==> config.mk <==
export PLATFORM = sky130hd
export DESIGN_NAME = number_parse_custom_base_top
export DESIGN_NICKNAME = d
export VERILOG_FILES = /design/src/design/npcb_pkg.sv /design/src/design/npcb_alpha_check.sv /design/src/design/npcb_digit_lookup.sv /design/src/design/npcb_parse_core.sv /design/src/design/number_parse_custom_base_top.sv
export SDC_FILE = /design/constraint.sdc
export NUM_CORES = 2
export LEC_CHECK = 0
export ABC_AREA = 1
export BUFFER_PORTS_ARGS = -buffer_cell sky130_fd_sc_hd__buf_2
export CORE_ASPECT_RATIO = 1.2
export CORE_MARGIN = 4
export CORE_UTILIZATION = 53
export CTS_CLUSTER_SIZE = 20
export DETAILED_ROUTE_END_ITERATION = 12
export GPL_TIMING_DRIVEN = 0
export PLACE_DENSITY = 0.79
export SLEW_MARGIN = 20
export SYNTH_ARGS = -nofsm -noshare
export SYNTH_HDL_FRONTEND = slang
export SYNTH_SLANG_ARGS = --single-unit
==> constraint.sdc <==
create_clock -name i_clk -period 5 [get_ports i_clk]
set_input_delay 1 -clock i_clk [delete_from_list [all_inputs] [get_ports i_clk]]
set_output_delay 1 -clock i_clk [all_outputs]
set_load 0.005 [all_outputs]
==> src/design/npcb_pkg.sv <==
// ----------------------------------------------------------------------------
// npcb_pkg: shared types and constants of the custom base number parser
// item layouts, register indexes, character codes and the whitespace test
// ----------------------------------------------------------------------------
package npcb_pkg;

    localparam int MAX_ALPHABET_DEF = 16;
    localparam int ALPHA_SLOTS      = 16;
    localparam int DIGIT_W          = 4;
    localparam int SIZE_W           = 5;
    localparam int CFG_IDX_W        = 2;
    localparam int CFG_DATA_W       = 64;
    localparam int ACC_W            = 32;

    // register indexes of the configuration port
    localparam logic [CFG_IDX_W-1:0] CFG_ALPHA_LOW  = 2'd0;
    localparam logic [CFG_IDX_W-1:0] CFG_ALPHA_HIGH = 2'd1;
    localparam logic [CFG_IDX_W-1:0] CFG_ALPHA_SIZE = 2'd2;

    // character codes
    localparam logic [7:0] CH_NUL   = 8'h00;
    localparam logic [7:0] CH_TAB   = 8'd9;
    localparam logic [7:0] CH_CR    = 8'd13;
    localparam logic [7:0] CH_SPACE = 8'd32;
    localparam logic [7:0] CH_PLUS  = 8'h2B;
    localparam logic [7:0] CH_MINUS = 8'h2D;

    typedef struct packed {
        logic [7:0] char_code;
        logic       final_char;
    } t_in_item;

    typedef struct packed {
        logic signed [ACC_W-1:0] parsed_value;
        logic                    alphabet_bad;
    } t_out_item;

    // alphabet summary, refreshed every cycle from the config registers
    typedef struct packed {
        logic              bad;
        logic [SIZE_W-1:0] base;
    } t_alpha_info;

    // result of looking one byte up in the alphabet
    typedef struct packed {
        logic               hit;
        logic [DIGIT_W-1:0] index;
    } t_digit;

    function automatic logic is_space(input logic [7:0] c);
        return ((c >= CH_TAB) && (c <= CH_CR)) || (c == CH_SPACE);
    endfunction

endpackage

==> src/design/npcb_alpha_check.sv <==
// ----------------------------------------------------------------------------
// npcb_alpha_check: alphabet validity and effective base
// registered summary of the alphabet registers, taken from them
// ----------------------------------------------------------------------------
module npcb_alpha_check #(
    parameter int MAX_ALPHABET = npcb_pkg::MAX_ALPHABET_DEF
) (
    input  logic                          i_clk,
    input  logic                          i_rst_n,
    input  logic [npcb_pkg::CFG_DATA_W-1:0] i_alpha_low,
    input  logic [npcb_pkg::CFG_DATA_W-1:0] i_alpha_high,
    input  logic [npcb_pkg::SIZE_W-1:0]   i_alpha_size,
    output npcb_pkg::t_alpha_info         o_info
);
    import npcb_pkg::*;

    localparam logic [SIZE_W-1:0] MAX_SIZE = SIZE_W'(MAX_ALPHABET);

    logic [2*CFG_DATA_W-1:0] alpha;
    logic [7:0]              chars [MAX_ALPHABET];
    logic                    n_bad;
    logic [SIZE_W-1:0]       n_base;
    t_alpha_info             r_info;

    assign alpha = {i_alpha_high, i_alpha_low};

    always_comb begin
        for (int k = 0; k < MAX_ALPHABET; k++) begin
            chars[k] = alpha[8*k +: 8];
        end
    end

    always_comb begin
        n_base = (i_alpha_size > MAX_SIZE) ? MAX_SIZE : i_alpha_size;
        n_bad  = (i_alpha_size < SIZE_W'(2)) || (i_alpha_size > MAX_SIZE);
        for (int k = 0; k < MAX_ALPHABET; k++) begin
            if (SIZE_W'(k) < i_alpha_size) begin
                if ((chars[k] == CH_NUL) || (chars[k] == CH_PLUS) ||
                    (chars[k] == CH_MINUS) || is_space(chars[k])) begin
                    n_bad = 1'b1;
                end
                // duplicate pairs among the characters in use
                for (int m = k + 1; m < MAX_ALPHABET; m++) begin
                    if ((SIZE_W'(m) < i_alpha_size) && (chars[m] == chars[k])) begin
                        n_bad = 1'b1;
                    end
                end
            end
        end
    end

    always_ff @(posedge i_clk) begin
        if (!i_rst_n) begin
            r_info <= '0;
        end else begin
            r_info.bad  <= n_bad;
            r_info.base <= n_base;
        end
    end

    assign o_info = r_info;

endmodule

==> src/design/npcb_digit_lookup.sv <==
// ----------------------------------------------------------------------------
// npcb_digit_lookup: byte to digit value
// parallel compare against the characters in use, lowest position wins
// ----------------------------------------------------------------------------
module npcb_digit_lookup #(
    parameter int MAX_ALPHABET = npcb_pkg::MAX_ALPHABET_DEF
) (
    input  logic [7:0]                      i_char,
    input  logic [npcb_pkg::CFG_DATA_W-1:0] i_alpha_low,
    input  logic [npcb_pkg::CFG_DATA_W-1:0] i_alpha_high,
    input  logic [npcb_pkg::SIZE_W-1:0]     i_base,
    output npcb_pkg::t_digit                o_digit
);
    import npcb_pkg::*;

    logic [2*CFG_DATA_W-1:0] alpha;

    assign alpha = {i_alpha_high, i_alpha_low};

    always_comb begin
        o_digit = '0;
        // scan downward so the lowest matching position is the one left
        for (int k = MAX_ALPHABET - 1; k >= 0; k--) begin
            if ((SIZE_W'(k) < i_base) && (alpha[8*k +: 8] == i_char)) begin
                o_digit.hit   = 1'b1;
                o_digit.index = DIGIT_W'(k);
            end
        end
    end

endmodule

==> src/design/npcb_parse_core.sv <==
// ----------------------------------------------------------------------------
// npcb_parse_core: parse state and result register
// phase, sign and accumulator update per byte, result made on the last byte
// ----------------------------------------------------------------------------
module npcb_parse_core (
    input  logic                  i_clk,
    input  logic                  i_rst_n,
    input  logic                  i_step,
    input  npcb_pkg::t_in_item    i_item,
    input  npcb_pkg::t_digit      i_digit,
    input  npcb_pkg::t_alpha_info i_info,
    input  logic                  i_out_stall,
    output logic                  o_out_valid,
    output npcb_pkg::t_out_item   o_out_item
);
    import npcb_pkg::*;

    localparam logic [1:0] PH_SPACE = 2'd0;
    localparam logic [1:0] PH_SIGN  = 2'd1;
    localparam logic [1:0] PH_DIGIT = 2'd2;
    localparam logic [1:0] PH_DONE  = 2'd3;

    logic [1:0]       r_phase, n_phase;
    logic             r_neg, n_neg;
    logic [ACC_W-1:0] r_acc, n_acc;
    logic             r_out_valid;
    t_out_item        r_out_item, n_out_item;
    logic             is_sign;

    assign is_sign = (i_item.char_code == CH_PLUS) || (i_item.char_code == CH_MINUS);

    always_comb begin
        n_phase = r_phase;
        n_neg   = r_neg;
        n_acc   = r_acc;
        if ((r_phase == PH_SPACE) && is_space(i_item.char_code)) begin
            n_phase = PH_SPACE;
        end else if (((r_phase == PH_SPACE) || (r_phase == PH_SIGN)) && is_sign) begin
            n_phase = PH_SIGN;
            if (i_item.char_code == CH_MINUS) begin
                n_neg = ~r_neg;
            end
        end else if (r_phase != PH_DONE) begin
            if (i_digit.hit) begin
                n_phase = PH_DIGIT;
                n_acc   = ACC_W'(r_acc * ACC_W'(i_info.base)) + ACC_W'(i_digit.index);
            end else begin
                n_phase = PH_DONE;
            end
        end
    end

    always_comb begin
        n_out_item.alphabet_bad = i_info.bad;
        if (i_info.bad) begin
            n_out_item.parsed_value = '0;
        end else if (n_neg) begin
            n_out_item.parsed_value = -$signed(n_acc);
        end else begin
            n_out_item.parsed_value = $signed(n_acc);
        end
    end

    always_ff @(posedge i_clk) begin
        if (!i_rst_n) begin
            r_phase     <= PH_SPACE;
            r_neg       <= 1'b0;
            r_acc       <= '0;
            r_out_valid <= 1'b0;
        end else begin
            if (i_step) begin
                if (i_item.final_char) begin
                    r_phase <= PH_SPACE;
                    r_neg   <= 1'b0;
                    r_acc   <= '0;
                end else begin
                    r_phase <= n_phase;
                    r_neg   <= n_neg;
                    r_acc   <= n_acc;
                end
            end
            if (i_step && i_item.final_char) begin
                r_out_valid <= 1'b1;
            end else if (!i_out_stall) begin
                r_out_valid <= 1'b0;
            end
        end
    end

    always_ff @(posedge i_clk) begin
        if (i_step && i_item.final_char) begin
            r_out_item <= n_out_item;
        end
    end

    assign o_out_valid = r_out_valid;
    assign o_out_item  = r_out_item;

endmodule

==> src/design/number_parse_custom_base_top.sv <==
// ----------------------------------------------------------------------------
// number_parse_custom_base_top: integer parser over a configurable alphabet
// bytes in, one signed 32-bit result per string, base set by the alphabet
// ----------------------------------------------------------------------------
//
//  channel  | direction | handshake               | payload
//  ---------+-----------+-------------------------+-----------------------------
//  in       | input     | i_in_valid / o_in_stall | i_in_item  (char, final flag)
//  out      | output    | o_out_valid / i_out_stall| o_out_item (value, bad flag)
//  cfg      | input     | i_cfg_valid / o_cfg_ready| i_cfg_index, i_cfg_data
//
//  one item per cycle sustained while the result is not stalled; the parse
//  step works on the byte while it sits in the input register, and the
//  result of its last byte is then captured in the result register
//  the rate is set by the combinational parse step: digit compare, a 32x5
//  multiply-add into the accumulator, then negate and select
//  reset (i_rst_n low at a clock edge) clears the parse state, the alphabet
//  registers and both valid flags
//  a stalled result holds; the input stalls only while a byte waits in the
//  input register behind a stalled result
//  alphabet validity is a registered summary taken from the alphabet registers
//
module number_parse_custom_base_top #(
    parameter int MAX_ALPHABET = npcb_pkg::MAX_ALPHABET_DEF
) (
    input  logic                              i_clk,
    input  logic                              i_rst_n,
    // byte input
    input  logic                              i_in_valid,
    output logic                              o_in_stall,
    input  npcb_pkg::t_in_item                i_in_item,
    // result output
    output logic                              o_out_valid,
    input  logic                              i_out_stall,
    output npcb_pkg::t_out_item               o_out_item,
    // register writes
    input  logic                              i_cfg_valid,
    output logic                              o_cfg_ready,
    input  logic [npcb_pkg::CFG_IDX_W-1:0]    i_cfg_index,
    input  logic [npcb_pkg::CFG_DATA_W-1:0]   i_cfg_data
);
    import npcb_pkg::*;

    // alphabet registers
    logic [CFG_DATA_W-1:0] r_alpha_low;
    logic [CFG_DATA_W-1:0] r_alpha_high;
    logic [SIZE_W-1:0]     r_alpha_size;

    // input register
    logic                  r_s1_valid, n_s1_valid;
    t_in_item              r_s1_item;

    logic                  in_accept;
    logic                  out_blocked;
    logic                  step;
    t_alpha_info           alpha_info;
    t_digit                digit;

    // always ready, a write is registered straight into its alphabet register
    assign o_cfg_ready = 1'b1;

    always_ff @(posedge i_clk) begin
        if (!i_rst_n) begin
            r_alpha_low  <= '0;
            r_alpha_high <= '0;
            r_alpha_size <= '0;
        end else if (i_cfg_valid) begin
            case (i_cfg_index)
                CFG_ALPHA_LOW:  r_alpha_low  <= i_cfg_data;
                CFG_ALPHA_HIGH: r_alpha_high <= i_cfg_data;
                CFG_ALPHA_SIZE: r_alpha_size <= i_cfg_data[SIZE_W-1:0];
                default:        ;  // unmapped index, write dropped
            endcase
        end
    end

    // the parse step moves whenever a byte is held and the result register can take its output
    assign out_blocked = o_out_valid && i_out_stall;
    assign step        = r_s1_valid && !out_blocked;
    assign o_in_stall  = r_s1_valid && out_blocked;
    assign in_accept   = i_in_valid && !o_in_stall;
    assign n_s1_valid  = in_accept || (r_s1_valid && !step);

    always_ff @(posedge i_clk) begin
        if (!i_rst_n) begin
            r_s1_valid <= 1'b0;
        end else begin
            r_s1_valid <= n_s1_valid;
        end
    end

    always_ff @(posedge i_clk) begin
        if (in_accept) begin
            r_s1_item <= i_in_item;
        end
    end

    // registered validity and effective base
    npcb_alpha_check #(
        .MAX_ALPHABET (MAX_ALPHABET)
    ) u_alpha_check (
        .i_clk        (i_clk),
        .i_rst_n      (i_rst_n),
        .i_alpha_low  (r_alpha_low),
        .i_alpha_high (r_alpha_high),
        .i_alpha_size (r_alpha_size),
        .o_info       (alpha_info)
    );

    // digit value of the byte in the input register
    npcb_digit_lookup #(
        .MAX_ALPHABET (MAX_ALPHABET)
    ) u_digit_lookup (
        .i_char       (r_s1_item.char_code),
        .i_alpha_low  (r_alpha_low),
        .i_alpha_high (r_alpha_high),
        .i_base       (alpha_info.base),
        .o_digit      (digit)
    );

    // parse state and result register
    npcb_parse_core u_parse_core (
        .i_clk       (i_clk),
        .i_rst_n     (i_rst_n),
        .i_step      (step),
        .i_item      (r_s1_item),
        .i_digit     (digit),
        .i_info      (alpha_info),
        .i_out_stall (i_out_stall),
        .o_out_valid (o_out_valid),
        .o_out_item  (o_out_item)
    );

endmodule

==> results list, run 1 <==
- Port buffering added 114 buffers.
- The first error in the log reads "[ERROR GRT-0116] Global routing finished with congestion. Check the congestion regions in the DRC Viewer".
- In the synthesized netlist the dominant register cell turns out to be sky130_fd_sc_hd__dfxtp_1.
* Combinational family with the most area after synthesis: simple AND/OR/NAND/NOR gates
- Vertical extent of the die: 270 um
* Stopping stage: global routing (5_1_grt)
- Of the total synthesized cell area, the portion taken by AND, OR, NAND and NOR gates is 0.282.
- Yosys mapped the design onto 62 distinct sky130hd cell types.
- Sequential cell area fraction in the yosys report: 0.158
- Starting Density: 0.537
- Sink Count: 218
- Measured against the total synthesized area, the mux share comes to 0.
- The synthesized design contains 42 enable-type register cells.
- Row Count: 95
- Die span in x: 226 um
- The number of clock buffers added by TritonCTS is 26.
- The mapped netlist covers 30,200 um^2.
- Counting every net in the synthesized netlist gives 4,832.
- DPL Wire Length: 145,000 um
- The flow did not finish.
* Overflow left after global routing: 44
- The cell count after synthesis came out at 4,603.
* Synth Area in Adders: 0.0831
- Weighted congestion reported at the end of routability-driven placement: 1.27
* Syn avg cell area: 6.56 um^2
- In the global route stage, overall resource usage came out at 0.704.
- Root cell of the clock tree: sky130_fd_sc_hd__clkbuf_16
- Via count of the first global-routing pass: 39,500
* Fraction of synthesized cell area in xor and xnor cells: 0.225
* Maximum number of pins on one net before global-route repair: 27
* Fraction of the mapped netlist area in compound gates: 0.134
- After synthesis the netlist holds a flip-flop and latch count of 218.
- Top-level I/O count: 116
* Proportion of register bits with asynchronous set or reset after synthesis: 0
* Total number of H-tree levels: 1
- The first global-routing pass estimated 311,000 um of wire.
- Instance area after placement: 31,800 um^2
- Counting tap cells, the placed design contains a total of 5,449 instances.
- Max clock buf depth: 3
- During synthesis, Yosys emitted a total of 0 warnings.
==> synth_stat cells (17+ instances only) <==
cell type | number | area [um^2]
sky130_fd_sc_hd__xor2_1 | 557 | 4880
sky130_fd_sc_hd__nor3_1 | 75 | 375
sky130_fd_sc_hd__buf_4 | 32 | 240
sky130_fd_sc_hd__nor2_1 | 290 | 1090
sky130_fd_sc_hd__nand3_1 | 148 | 741
sky130_fd_sc_hd__buf_1 | 123 | 462
sky130_fd_sc_hd__inv_1 | 368 | 1380
sky130_fd_sc_hd__o2111ai_1 | 18 | 158
sky130_fd_sc_hd__o22ai_1 | 50 | 313
sky130_fd_sc_hd__ha_1 | 63 | 788
sky130_fd_sc_hd__xnor2_1 | 218 | 1910
sky130_fd_sc_hd__clkbuf_1 | 102 | 383
sky130_fd_sc_hd__dfxtp_1 | 176 | 3520
sky130_fd_sc_hd__edfxtp_1 | 42 | 1260
sky130_fd_sc_hd__a21oi_1 | 306 | 1530
sky130_fd_sc_hd__nor2_2 | 21 | 131
sky130_fd_sc_hd__nor4_1 | 111 | 694
sky130_fd_sc_hd__nand4_1 | 170 | 1060
sky130_fd_sc_hd__a2111oi_0 | 17 | 149
sky130_fd_sc_hd__fa_1 | 86 | 1720
sky130_fd_sc_hd__nand2_1 | 1068 | 4010
sky130_fd_sc_hd__buf_2 | 103 | 515
sky130_fd_sc_hd__inv_2 | 50 | 188
sky130_fd_sc_hd__buf_6 | 22 | 248
sky130_fd_sc_hd__o21ai_0 | 209 | 1050
==> metrics by stage <==
step | util | hold WS (ps) | setup slack [ps] | TNS (ps)
after global placement | 0.564 | 464 | -1540 | -39340
after detailed placement | 0.566 | 485 | -1690 | -45110
after CTS | 0.606 | 494 | -445 | -8110
after floorplan | - | 453 | 10.1 | 0
==> cells by family after synthesis <==
group	after synthesis
and+or+nand+nor	1932
AOI/OAI and AO/OA	710
xor gates and xnor gates	776
adders and majority gates	149
other	1
DFF	218
buffers and inverters	817
==> timing repair <==
action,CTS
gates resized for setup,268
setup buffers,55
pin swaps,53
gates cloned,1
endpoints found under the setup margin,56
hold buffers,0
hold endpoints to repair,0
==> layer usage <==
metal	global-route usage	overflow
met2	0.864	15
met4	0.684	26
met5	0.206	0
met1	0.728	0
met3	0.527	3
==> run 2: changes to the inputs <==
CORE_ASPECT_RATIO = unset   (was 1.2)
CORE_UTILIZATION = 38   (was 53)
CTS_CLUSTER_SIZE = unset   (was 20)
PLACE_DENSITY = unset   (was 0.79)
PLACE_DENSITY_LB_ADDON = 0.15   (was unset)
clock period = 6.5 ns   (was 5 ns; I/O delays follow)
==> results list, run 2 <==
* Worst flop-to-flop path startpoint: r_alpha_size[4]
* Crit path launch: r_alpha_size[4]
- In the final layout, the multi-input gates occupy 22,100 um^2.
- The initial utilization of the core area, before any placement, comes to 0.383.
- VDD sags by at most 0.215 mV.
* Area growth from synthesis to layout: 11.5%
* Via count normalized by instance count: 6.36
- Setup crit end: u_alpha_check.o_info[5]
* Critical path startpoint category: flop
- Sink Count: 218
- Number of enable-type register cells in the synthesized netlist: 42
* Ranking of synthesized cells by instance count: 1,068 x sky130_fd_sc_hd__nand2_1, 557 x sky130_fd_sc_hd__xor2_1, 368 x sky130_fd_sc_hd__inv_1
- Total number of nets in the final design: 4,998
- Setup violations remaining at the end of the flow were counted as 1.
- Post-route design area: 33,700 um^2
- From bottom edge to top edge, the die measures 290 um.
- Placeable core region: 78,900 um^2
- Reported leakage power: 17.5 nW
- Via count of the first global-routing pass: 33,900
- Of the cells placed in the final design, the portion with a size suffix greater than 1 is 0.121.
- Commonest register cell after synthesis: sky130_fd_sc_hd__dfxtp_1
- The finished layout holds 5,859 standard cells, fillers aside.
- Most common cell after layout, fill and taps aside: sky130_fd_sc_hd__nand2_1
- Critical path class: flop to flop
- In this run the worst path has a maximum fanout of 11.
* Violations in the final reports: setup timing
* Global-route wire length before repair: 290,000 um
* Overflow left after global routing: 0
- Slack of the worst reg-to-reg path: -230 ps
* Largest cells by area after synthesis: sky130_fd_sc_hd__xor2_1 16%, sky130_fd_sc_hd__nand2_1 13%, sky130_fd_sc_hd__dfxtp_1 12%
- Type of element capturing the critical path: flop
- Buffers inserted to repair hold after CTS numbered 0.
- Total Die Area: 84,100 um^2
- The detailed router placed 37,300 vias in this run.
* Total track usage: 0.493
- In the synthesized netlist the async set-or-reset flop fraction comes to 0.
- Instance area after placement: 32,200 um^2
- Worst Hold Class: flop to flop
- Detailed Routing Iterations Pass 1: 8
- Endpoint required time on the critical path: 6980 ps
- The detailed router finished its first iteration with 5,851 violations.
- Slew Limit Fails: 0
- Cell breakdown of the critical path: clkbuf_2 -> nor2_2 -> clkinv_1 -> o21ai_2 -> inv_1 -> nand2_1 -> inv_1 -> nand4_1 -> nand2_1 -> a21oi_1 -> a31oi_1 -> o21ai_0 -> nand3_1 -> nor2_1 -> nor2_1
- Gate Count Post-Synth: 4,603
- Maximum operating frequency: 0.149 GHz
- Maximum number of pins on one net before global-route repair: 22
- Final Power: 0.00539 W
- Syn avg cell area: 6.56 um^2
* Most frequently used cell type in the post-synthesis netlist: sky130_fd_sc_hd__nand2_1
- The root buffer cell chosen for the clock tree is sky130_fd_sc_hd__clkbuf_16.
* Synthesis Warnings: 0
- Sequential cell area fraction in the yosys report: 0.158
* Total length of routed wires: 218,000 um
- Arr. time, crit path: 7210 ps
- Clock-pin slew was measured on the worst setup and hold paths at 70 ps.
- The clock passes through at most 3 buffers.
* Weighted congestion reported at the end of routability-driven placement: 1.18
- RSZ-0062 raised after global routing: true
- Remaining routing DRC violations: 0
* Synthesized Nets: 4,832
- Post-synthesis cell type count: 62
- The mapped netlist covers 30,200 um^2.
- After detailed routing, the average wire length per cell comes to 37.2 um.
- Share of the synthesized area in the top cell type: 0.162
* Clock latency at the later pin of the worst-skew pair: 650 ps
* Worst r2r dst: u_alpha_check.o_info[5]
* Number of antenna violations at the first check in global routing: 23
- Total number of H-tree levels: 1
- The filler cells instantiated in the layout total 8,657.
- In this run the remaining antenna-violating nets after routing total 0.
* Smallest setup slack after layout: -231 ps
* Skew final: 42.8 ps
- Detailed placement ended at an HPWL of 159,000 um.
- The number of hold violations in the final report came to 0.
* Clock period minus final worst setup slack: 6730 ps
- Measured against its own limit, the worst slew margin works out to 0.0950.
- Count of placed standard cells including taps: 5,770
- Actual transition at the worst max-transition pin: 1360 ps
- CTS tree: done
* P per Cell Area: 160 nW/um^2
* Row Count: 103
- Clock tree synthesis inserted a total of 28 buffers.
- Across the run, the number of max-cap violations was 0.
- Adding up every negative setup slack in the final design gives -231 ps.
* Peak per-stage delay on the critical path: 760 ps
- PortBufs: 114
* Die span in x: 290 um
* Top-level I/O count: 116
* Cell taking the most area after synthesis: sky130_fd_sc_hd__xor2_1
- Result of the run: complete, but fails checks
- In the layout the commonest cells are 1,064 x sky130_fd_sc_hd__nand2_1, 555 x sky130_fd_sc_hd__xor2_1, 350 x sky130_fd_sc_hd__inv_1.
- CP max-delay cell: sky130_fd_sc_hd__nand2_1
- Flop and latch count out of synthesis: 218
- Register area: 4790 um^2
- Period Utilization, post-route: 1.04
* Worst Reg2Reg Path Length in Cells: 15
[run 2: what timing repair did]
item | 4_1_cts | 5_1_grt
pin swaps | 0 | 3
gates resized for setup | 42 | 78
setup buffers | 9 | 10
gates cloned | 0 | 0
endpoints found under the setup margin | 25 | 23
[run 2: layout make-up]
class / count / share of cell area
clock inverters: 15 / 0.00460
multi-input cells: 3568 / 0.656
inverters: 432 / 0.0512
diodes: 19 / 0.00141
well taps: 1050 / 0.0390
plain buffers: 384 / 0.0604
flip-flops and latches: 218 / 0.142
clock buffers: 36 / 0.0223
repair buffers: 137 / 0.0230
[run 2: how the worst min path moves through the flow]
| stage | from | slack, ps | depth (start not counted) | to |
|---|---|---|---|---|
| global route | u_parse_core.r_neg | 510 | 2 | u_parse_core.r_neg |
| detailed placement | u_parse_core.r_neg | 470 | 2 | u_parse_core.r_neg |
| CTS | u_parse_core.r_neg | 480 | 2 | u_parse_core.r_neg |
| finish | u_parse_core.r_neg | 490 | 2 | u_parse_core.r_neg |
| floorplan | r_alpha_size[0] | 450 | 2 | u_alpha_check.o_info[0] |
| global placement | u_parse_core.r_neg | 470 | 2 | u_parse_core.r_neg |
[run 2: cells by family (layout without fill, tap and decap cells)]
| group | after synthesis | after routing | share of synthesized area |
|---|---|---|---|
| fa+ha+maj | 149 | 149 | 0.0831 |
| simple gates | 1932 | 1932 | 0.282 |
| buf+inv | 817 | 1004 | 0.117 |
| other cells | 1 | 20 | 0.000124 |
| compound gates | 710 | 710 | 0.134 |
| xor+xnor | 776 | 776 | 0.225 |
| flops | 218 | 218 | 0.158 |
[run 2: critical path: cells and delay by family (launching register included)]
kind,cells,cell delay (ps)
compound gates,4,1500
buf+inv,4,2270
flops,1,300
simple gates,7,2500
[run 2: stage by stage]
step | setup slack, ps | utilization | hold WS (ps)
6_report | -231 | 0.427 | 490
5_1_grt | -52.0 | 0.427 | 506
4_1_cts | 1.18 | 0.423 | 485
3_5_place_dp | -833 | 0.409 | 474
3_3_place_gp | -801 | 0.407 | 472
2_1_floorplan | 1450 | - | 453
[run 2: routing by layer]
layer  up-vias  share of wire  global-route usage
met1     17500           0.35               0.561
met2      3268           0.40               0.721
met4        12           0.12               0.432
met5         -        0.00033                   0
li1      15300              -                   -
met3      1134           0.13               0.184
[run 2: power by group]
part           switching, W  internal (W)  total, W
Combinational       0.00167      0.000631   0.00230
Clock              0.000732      0.000894   0.00163
Sequential        0.0000285       0.00143   0.00146
Total               0.00243       0.00296   0.00539
Note: power is estimated with default switching activity, not from simulation.
